<file path="config.mk">
export PLATFORM = sky130hd
export DESIGN_NAME = int_to_radix_ascii
export DESIGN_NICKNAME = d
export VERILOG_FILES = /design/src/rtl/itra_pkg.sv /design/src/rtl/itra_ram.sv /design/src/rtl/itra_div.sv /design/src/rtl/int_to_radix_ascii.sv
export VERILOG_INCLUDE_DIRS = /design/src /design/src/rtl
export SDC_FILE = /design/constraint.sdc
export NUM_CORES = 1
export LEC_CHECK = 0
export ABC_AREA = 0
export BUFFER_PORTS_ARGS = -buffer_cell sky130_fd_sc_hd__buf_2
export CAP_MARGIN = 10
export CELL_PAD_IN_SITES_DETAIL_PLACEMENT = 1
export CELL_PAD_IN_SITES_GLOBAL_PLACEMENT = 1
export CORE_UTILIZATION = 35
export CTS_CLUSTER_DIAMETER = 120
export CTS_CLUSTER_SIZE = 30
export DETAILED_ROUTE_END_ITERATION = 16
export MAX_ROUTING_LAYER = met4
export PLACE_DENSITY_LB_ADDON = 0.05
export SYNTH_ARGS = -nofsm -noshare
export SYNTH_HDL_FRONTEND = slang
export SYNTH_SLANG_ARGS = --single-unit
</file>
<file path="constraint.sdc">
create_clock -name clk -period 7.76 [get_ports clk]
set_input_delay 0.776 -clock clk [delete_from_list [all_inputs] [get_ports clk]]
set_output_delay 0.776 -clock clk [all_outputs]
set_load 0.1 [all_outputs]
</file>
<file path="src/rtl/int_to_radix_ascii_assert.svh">
// Assertion macros shared by the radix converter RTL.
`ifndef INT_TO_RADIX_ASCII_ASSERT_SVH
`define INT_TO_RADIX_ASCII_ASSERT_SVH

`ifndef NO_ASSERTIONS

// Same-cycle implication, sampled on the rising edge, quiet during reset.
`define ITRA_ASSERT_IMP(lbl, ck, rn, ante, cons) \
    lbl: assert property (@(posedge ck) disable iff (!(rn)) (ante) |-> (cons)) \
        else $error("int_to_radix_ascii: assertion failed");

// Next-cycle implication, sampled on the rising edge, quiet during reset.
`define ITRA_ASSERT_NXT(lbl, ck, rn, ante, cons) \
    lbl: assert property (@(posedge ck) disable iff (!(rn)) (ante) |=> (cons)) \
        else $error("int_to_radix_ascii: assertion failed");

`else

`define ITRA_ASSERT_IMP(lbl, ck, rn, ante, cons)
`define ITRA_ASSERT_NXT(lbl, ck, rn, ante, cons)

`endif

`endif

</file>
<file path="src/rtl/itra_pkg.sv">
// Types, constants and the digit-to-character function of the radix converter.
`default_nettype none

package itra_pkg;

    // Digits and bases fit in six bits (largest base is 36)
    localparam int unsigned DIGIT_W = 6;
    localparam int unsigned CODE_W  = 8;

    localparam logic [7:0]        MIN_BASE   = 8'd2;
    localparam logic [CODE_W-1:0] MINUS_CODE = 8'h2D;
    localparam logic [CODE_W-1:0] ZERO_CODE  = 8'h30;
    localparam logic [CODE_W-1:0] ALPHA_CODE = 8'h41;
    localparam logic [CODE_W-1:0] ERROR_CODE = 8'h00;
    localparam logic [DIGIT_W-1:0] DEC_DIGITS   = 6'd10;
    localparam logic [DIGIT_W-1:0] TOTAL_DIGITS = 6'd36;

    // Status of the serial divider towards the sequencer
    typedef struct packed {
        logic done;     // quotient and remainder valid this cycle
        logic nonzero;  // quotient has at least one set bit
    } div_status_t;

    // Digit value to ASCII: 0-9 then A-Z, out-of-range reads as '0'
    function automatic logic [CODE_W-1:0] digit_to_ascii(input logic [DIGIT_W-1:0] d);
        logic [CODE_W-1:0] code;
        if (d < DEC_DIGITS)
            code = ZERO_CODE + CODE_W'(d);
        else if (d < TOTAL_DIGITS)
            code = ALPHA_CODE + CODE_W'(d - DEC_DIGITS);
        else
            code = ZERO_CODE;
        return code;
    endfunction

endpackage

`default_nettype wire

</file>
<file path="src/rtl/itra_ram.sv">
// Generic single-write, single-read RAM with registered read data.
`default_nettype none

module itra_ram #(
    parameter int unsigned WIDTH = 6,
    parameter int unsigned DEPTH = 32
) (
    input  wire logic                     clk,
    input  wire logic                     we,
    input  wire logic [$clog2(DEPTH)-1:0] waddr,
    input  wire logic [WIDTH-1:0]         wdata,
    input  wire logic                     re,
    input  wire logic [$clog2(DEPTH)-1:0] raddr,
    output logic      [WIDTH-1:0]         rdata
);

    logic [WIDTH-1:0] mem_reg [DEPTH];
    logic [WIDTH-1:0] rdata_reg;

    // Write port and registered read port
    always_ff @(posedge clk)
    begin
        if (we)
        begin
            mem_reg[waddr] <= wdata;
        end
        if (re)
        begin
            rdata_reg <= mem_reg[raddr];
        end
    end

    assign rdata = rdata_reg;

endmodule

`default_nettype wire

</file>
<file path="src/rtl/itra_div.sv">
// Bit-serial restoring divider: one quotient bit per cycle, small base divisor.
`default_nettype none

`include "int_to_radix_ascii_assert.svh"

module itra_div
    import itra_pkg::*;
#(
    parameter int unsigned WORD_WIDTH = 32
) (
    input  wire logic                  clk,
    input  wire logic                  rst_n,
    input  wire logic                  start,
    input  wire logic [WORD_WIDTH-1:0] dividend,
    input  wire logic [DIGIT_W-1:0]    divisor,
    output logic      [WORD_WIDTH-1:0] quotient,
    output logic      [DIGIT_W-1:0]    remainder,
    output div_status_t                status
);

    localparam int unsigned CNT_W = $clog2(WORD_WIDTH + 1);

    logic                  busy_reg, busy_next;
    logic                  done_reg, done_next;
    logic [CNT_W-1:0]      cnt_reg, cnt_next;
    logic [WORD_WIDTH-1:0] dvd_reg, dvd_next;
    logic [DIGIT_W-1:0]    rem_reg, rem_next;
    logic [DIGIT_W-1:0]    dsr_reg, dsr_next;
    logic                  nz_reg, nz_next;

    // One restoring step: partial remainder never exceeds 2*35+1
    logic [DIGIT_W:0] part_rem;
    logic [DIGIT_W:0] part_diff;
    logic             fits;

    assign part_rem  = {rem_reg, dvd_reg[WORD_WIDTH-1]};
    assign part_diff = part_rem - {1'b0, dsr_reg};
    assign fits      = part_rem >= {1'b0, dsr_reg};

    always_comb
    begin
        busy_next = busy_reg;
        done_next = 1'b0;
        cnt_next  = cnt_reg;
        dvd_next  = dvd_reg;
        rem_next  = rem_reg;
        dsr_next  = dsr_reg;
        nz_next   = nz_reg;
        if (start)
        begin
            busy_next = 1'b1;
            cnt_next  = CNT_W'(WORD_WIDTH);
            dvd_next  = dividend;
            rem_next  = '0;
            dsr_next  = divisor;
            nz_next   = 1'b0;
        end
        else if (busy_reg)
        begin
            dvd_next = {dvd_reg[WORD_WIDTH-2:0], fits};
            rem_next = fits ? part_diff[DIGIT_W-1:0] : part_rem[DIGIT_W-1:0];
            nz_next  = nz_reg | fits;
            cnt_next = cnt_reg - CNT_W'(1);
            if (cnt_reg == CNT_W'(1))
            begin
                busy_next = 1'b0;
                done_next = 1'b1;
            end
        end
    end

    // Control state
    always_ff @(posedge clk or negedge rst_n)
    begin
        if (!rst_n)
        begin
            busy_reg <= 1'b0;
            done_reg <= 1'b0;
            cnt_reg  <= '0;
        end
        else
        begin
            busy_reg <= busy_next;
            done_reg <= done_next;
            cnt_reg  <= cnt_next;
        end
    end

    // Datapath
    always_ff @(posedge clk)
    begin
        dvd_reg <= dvd_next;
        rem_reg <= rem_next;
        dsr_reg <= dsr_next;
        nz_reg  <= nz_next;
    end

    assign quotient       = dvd_reg;
    assign remainder      = rem_reg;
    assign status.done    = done_reg;
    assign status.nonzero = nz_reg;

    `ITRA_ASSERT_IMP(a_rem_below_divisor, clk, rst_n, done_reg, rem_reg < dsr_reg)
    `ITRA_ASSERT_NXT(a_start_runs, clk, rst_n, start, busy_reg && !done_reg)
    `ITRA_ASSERT_IMP(a_done_idle, clk, rst_n, done_reg, !busy_reg)

endmodule

`default_nettype wire

</file>
<file path="src/rtl/int_to_radix_ascii.sv">
// Top level: signed integer to ASCII string in bases 2..MAX_BASE, one character per word.
// Sequence: a bad base gives its single error word once the output register is free.
// Otherwise each digit takes one pass of the bit-serial divider, then an optional minus
// sign goes out and each character is read from the digit RAM, then registered for output.
// Throughput: one item at a time; the next is taken once the final word is registered.
// Reset (rst_n, asynchronous, active low) clears sequencer, output and divider control registers only.
`default_nettype none

`include "int_to_radix_ascii_assert.svh"

module int_to_radix_ascii
    import itra_pkg::*;
#(
    parameter int unsigned WORD_WIDTH = 32,
    parameter int unsigned MAX_BASE   = 36
) (
    input  wire logic                         clk,
    input  wire logic                         rst_n,
    input  wire logic                         item_valid,
    output logic                              item_ready,
    input  wire logic signed [WORD_WIDTH-1:0] value,
    input  wire logic        [7:0]            base,
    output logic                              char_valid,
    input  wire logic                         char_ready,
    output logic             [CODE_W-1:0]     char_code,
    output logic                              bad_base,
    output logic                              last
);

    localparam int unsigned ADDR_W = $clog2(WORD_WIDTH);

    typedef enum logic [2:0] {
        S_IDLE,
        S_ERR,
        S_DIV,
        S_SIGN,
        S_READ,
        S_EMIT
    } state_t;

    state_t              state_reg, state_next;
    logic                neg_reg, neg_next;
    logic [DIGIT_W-1:0]  base_reg, base_next;
    logic [ADDR_W-1:0]   wr_ptr_reg, wr_ptr_next;
    logic [ADDR_W-1:0]   rd_ptr_reg, rd_ptr_next;
    logic                out_valid_reg, out_valid_next;
    logic [CODE_W-1:0]   char_code_reg, char_code_next;
    logic                bad_base_reg, bad_base_next;
    logic                last_reg, last_next;

    logic [WORD_WIDTH-1:0] value_u;
    logic [WORD_WIDTH-1:0] value_mag;
    logic                  base_bad;
    logic                  slot_free;

    logic                  div_start;
    logic [WORD_WIDTH-1:0] div_dividend;
    logic [WORD_WIDTH-1:0] div_quot;
    logic [DIGIT_W-1:0]    div_rem;
    div_status_t           div_stat;

    logic                  ram_we;
    logic                  ram_re;
    logic [DIGIT_W-1:0]    ram_rdata;

    // Magnitude of the input word; the most negative value maps to itself unsigned
    assign value_u   = $unsigned(value);
    assign value_mag = value_u[WORD_WIDTH-1] ? (~value_u + WORD_WIDTH'(1)) : value_u;
    assign base_bad  = (base < MIN_BASE) || (base > 8'(MAX_BASE));

    // Output register may be reloaded when empty or being drained
    assign slot_free = !out_valid_reg || char_ready;

    // First division takes the magnitude, later ones the previous quotient
    assign div_dividend = (state_reg == S_IDLE) ? value_mag : div_quot;

    // Sequencer
    always_comb
    begin
        state_next     = state_reg;
        neg_next       = neg_reg;
        base_next      = base_reg;
        wr_ptr_next    = wr_ptr_reg;
        rd_ptr_next    = rd_ptr_reg;
        out_valid_next = out_valid_reg && !char_ready;
        char_code_next = char_code_reg;
        bad_base_next  = bad_base_reg;
        last_next      = last_reg;
        div_start      = 1'b0;
        ram_we         = 1'b0;
        ram_re         = 1'b0;
        unique case (state_reg)
            S_IDLE:
            begin
                if (item_valid)
                begin
                    if (base_bad)
                    begin
                        state_next = S_ERR;
                    end
                    else
                    begin
                        neg_next    = value_u[WORD_WIDTH-1];
                        base_next   = base[DIGIT_W-1:0];
                        wr_ptr_next = '0;
                        div_start   = 1'b1;
                        state_next  = S_DIV;
                    end
                end
            end
            S_ERR:
            begin
                if (slot_free)
                begin
                    out_valid_next = 1'b1;
                    char_code_next = ERROR_CODE;
                    bad_base_next  = 1'b1;
                    last_next      = 1'b1;
                    state_next     = S_IDLE;
                end
            end
            S_DIV:
            begin
                if (div_stat.done)
                begin
                    ram_we = 1'b1;
                    if (div_stat.nonzero)
                    begin
                        div_start   = 1'b1;
                        wr_ptr_next = wr_ptr_reg + ADDR_W'(1);
                    end
                    else
                    begin
                        rd_ptr_next = wr_ptr_reg;
                        state_next  = neg_reg ? S_SIGN : S_READ;
                    end
                end
            end
            S_SIGN:
            begin
                if (slot_free)
                begin
                    out_valid_next = 1'b1;
                    char_code_next = MINUS_CODE;
                    bad_base_next  = 1'b0;
                    last_next      = 1'b0;
                    state_next     = S_READ;
                end
            end
            S_READ:
            begin
                ram_re     = 1'b1;
                state_next = S_EMIT;
            end
            S_EMIT:
            begin
                if (slot_free)
                begin
                    out_valid_next = 1'b1;
                    char_code_next = digit_to_ascii(ram_rdata);
                    bad_base_next  = 1'b0;
                    last_next      = (rd_ptr_reg == '0);
                    if (rd_ptr_reg == '0)
                    begin
                        state_next = S_IDLE;
                    end
                    else
                    begin
                        rd_ptr_next = rd_ptr_reg - ADDR_W'(1);
                        state_next  = S_READ;
                    end
                end
            end
            default:
            begin
                state_next = S_IDLE;
            end
        endcase
    end

    always_ff @(posedge clk or negedge rst_n)
    begin
        if (!rst_n)
        begin
            state_reg     <= S_IDLE;
            neg_reg       <= 1'b0;
            base_reg      <= '0;
            wr_ptr_reg    <= '0;
            rd_ptr_reg    <= '0;
            out_valid_reg <= 1'b0;
            char_code_reg <= '0;
            bad_base_reg  <= 1'b0;
            last_reg      <= 1'b0;
        end
        else
        begin
            state_reg     <= state_next;
            neg_reg       <= neg_next;
            base_reg      <= base_next;
            wr_ptr_reg    <= wr_ptr_next;
            rd_ptr_reg    <= rd_ptr_next;
            out_valid_reg <= out_valid_next;
            char_code_reg <= char_code_next;
            bad_base_reg  <= bad_base_next;
            last_reg      <= last_next;
        end
    end

    // Serial divider: one digit per pass
    itra_div #(
        .WORD_WIDTH (WORD_WIDTH)
    ) u_div (
        .clk       (clk),
        .rst_n     (rst_n),
        .start     (div_start),
        .dividend  (div_dividend),
        .divisor   (div_start && (state_reg == S_IDLE) ? base[DIGIT_W-1:0] : base_reg),
        .quotient  (div_quot),
        .remainder (div_rem),
        .status    (div_stat)
    );

    // Digit store, least significant first, read back in reverse
    itra_ram #(
        .WIDTH (DIGIT_W),
        .DEPTH (WORD_WIDTH)
    ) u_digits (
        .clk   (clk),
        .we    (ram_we),
        .waddr (wr_ptr_reg),
        .wdata (div_rem),
        .re    (ram_re),
        .raddr (rd_ptr_reg),
        .rdata (ram_rdata)
    );

    assign item_ready = (state_reg == S_IDLE);
    assign char_valid = out_valid_reg;
    assign char_code  = char_code_reg;
    assign bad_base   = bad_base_reg;
    assign last       = last_reg;

    `ITRA_ASSERT_IMP(a_err_word, clk, rst_n, out_valid_reg && bad_base_reg, last_reg && (char_code_reg == ERROR_CODE))
    `ITRA_ASSERT_NXT(a_busy_after_accept, clk, rst_n, item_valid && item_ready, !item_ready)
    `ITRA_ASSERT_IMP(a_done_in_div, clk, rst_n, div_stat.done, state_reg == S_DIV)

endmodule

`default_nettype wire
</file>
==> metrics.csv <==
metric;value;unit
max reg flops;192;
cell row count;69;
ys flop type;edfxtp_1;
Setup crit start kind;register;
first-pass GRT wire length;48.8;mm
clk root buf;clkbuf_16;
fin crit period;3.68;ns
PD cells;304;mW/mm²
post-CTS setup repair buffer count;0;
initial DRC count;364;
Crit Path Category;reg -> reg;
Total GRT Usage;17.4;%
antenna violations before repair;0;
synthesized instance count;858;
Syn Nets;924;
worst vdd ir;0.000130;V
dpl cells;1342;
fmax;0.272;GHz
initial core utilization;35.8;%
largest net degree at the start of global routing;54;
Final period util;47.5;%
Post-synth EDFFs;236;
final WL;31.0;mm
vias in the first global route;8054;
CTS tree;built;
die width;193;µm
hold_buf cts;0;
CP endpoint kind;register;
ANT nets after route;0;
worst min path class;in -> async;
TritonCTS Buffers;13;
Slew headroom;22.8;%
# clock sinks;282;
I/O pins;56;
layout cell share with drive strength beyond 1;21.3;%
grt total ovfl;0;
Multi-input gate area;0.00434;mm²
Post-Layout Cell Count;1365;
Final Setup Violations;0;
Post-CTS Resized;0;
Clock transition at path regs;0.13;ns
Port Buffers;55;
via count;7289;
Mapped Area;0.0128;mm²
worst-margin pin slew;1.16;ns
final hold viol count;0;
critical path arrival;3.95;ns
FF+latch count, synth;282;
Pre-antenna DRT Iters;11;
net count reported at finish;963;
Synth cell types;68;
Fillers;3638;
critical path fanouts, max;32;
Area Growth Syn to Fin;9.17;%
core area;0.0358;mm²
Clock Tree Buf Depth;3;
Synth warnings;0;
sequential fraction of the synthesis area;64.0;%
DIE HEIGHT;193;µm
Fin Hold WS;0.402;ns
final clock skew;0.0379;ns
RSZ-0062 raised after global routing;false;
Pins Over Slew Limit;0;
setup TNS;0;ns
register area;0.00821;mm²
H-tree levels;1;
diode count;0;
syn_area_per_cell;14.9;µm²
Worst-Skew Late Latency;0.53;ns
WP data required;8.03;ns
failing checks;DRC;
Post-synth ARST share;13.8;%
Avg WL per Cell;22.7;µm
Leakage;4.64;nW
# DRC;4;
gpl congestion;0.834;
max-cap violation count;0;
Die Footprint;0.0374;mm²
DP Wirelength;21.0;mm
run status;complete, but fails checks;
vias per cell;5.34;
-- worst max-delay path: stages, from the launching register on --
cell	delay (ns)
dfrtp_1	0.58
a2111oi_2	0.49
nand4_1	0.77
nand2_2	0.73
buf_4	0.47
mux2_2	0.39
-- metrics by stage --
| step | util [%] | total power [W] | setup WS (ns) | area [µm²] |
|---|---|---|---|---|
| 3_5_place_dp | 37.9 | 0.00344 | 3.68 | 13600 |
| 4_1_cts | 39.0 | 0.00431 | 4.06 | 14000 |
| 2_1_floorplan | - | 0.00304 | 4.02 | 12800 |
| 3_3_place_gp | 37.9 | 0.00339 | 3.85 | 13600 |
| 5_1_grt | 39.1 | 0.00448 | 3.73 | 14000 |
| 6_report | 39.1 | 0.00426 | 4.08 | 14000 |
-- synth_stat cells (all sizes together) (6+ instances only) --
master  number  area, µm²
o31ai        9       67.6
nor4         9       75.1
o21a         8       60.1
o21ai       34        170
o41ai        8       70.1
buf         14       78.8
nor2b        6       37.5
nor2        67        251
xor2        10       87.6
dfxtp        7        140
nand4        6       37.5
nand2       74        280
nand3b       6       45.0
nand3        7       35.0
nor3        18       90.1
mux4        60       1350
clkbuf      27        101
edfxtp     236       7090
dfrtp       39        976
inv         24       90.1
nand2b       7       43.8
mux2        36        405
xnor2       32        280
a21oi       21        105
ha          21        263
-- cell type report --
class                           count  share of cell area, %
Timing Repair Buffer               65                   2.56
Sequential cell                   282                   58.7
Multi-Input combinational cell    510                   31.0
Inverter                           25                  0.671
Clock inverter                      5                  0.519
Tap cell                          461                   4.12
Clock buffer                       17                   2.43
-- cell families after synthesis --
kind of cell / synth area share, %
DFF: 64.0
and+or+nand+nor: 8.65
AOI/OAI and AO/OA: 6.27
muxes: 13.9
buffers and inverters: 2.14
xor gates and xnor gates: 2.87
adders and majority gates: 2.21
-- worst paths after layout --
kind                              start                 to  slack [ns]  depth (start not counted)
max                        state_reg[2]  u_div.quotient[8]        4.08                          5
min                               rst_n      wr_ptr_reg[2]        0.40                          1
max reg2reg                state_reg[2]  u_div.quotient[8]        4.08                          5
min reg2reg                char_code[4]       char_code[4]        0.51                          1
max in group asynchronous         rst_n      rd_ptr_reg[2]        6.69                          1
min in group clk           char_code[4]       char_code[4]        0.51                          1
-- routing by layer --
metal	up-vias	GRT usage, %	share of wire, %
li1	3364	-	-
met1	3822	23.6	47
met2	75	28.4	49
met3	28	1.90	2.1
met4	0	3.82	1.8
met5	-	-	0
-- layout by cell type, fill, tap and decap left out, drive strengths merged, types with 3 or more instances in the layout --
cell / instances
a211oi: 5
a21o: 5
a21oi: 21
a22o: 5
a31oi: 3
and2: 3
and3: 4
buf: 65
clkbuf: 17
dfrtp: 39
dfxtp: 7
edfxtp: 236
ha: 21
inv: 26
mux2: 36
mux4: 60
nand2: 74
nand2b: 7
nand3: 7
nand3b: 6
nand4: 6
nor2: 67
nor2b: 6
nor3: 18
nor4: 9
o21a: 8
o21ai: 34
o22ai: 3
o31ai: 9
o41ai: 8
or3: 5
or4: 5
xnor2: 32
xor2: 10
-- power by group --
part / leakage (nW) / total [W] / switching (W) / internal, W
Combinational: 1.73 / 0.00113 / 0.000744 / 0.000382
Clock: 0.201 / 0.000858 / 0.000486 / 0.000372
Sequential: 2.71 / 0.00227 / 0.000232 / 0.00204
Note: power is estimated with default switching activity, not from simulation.
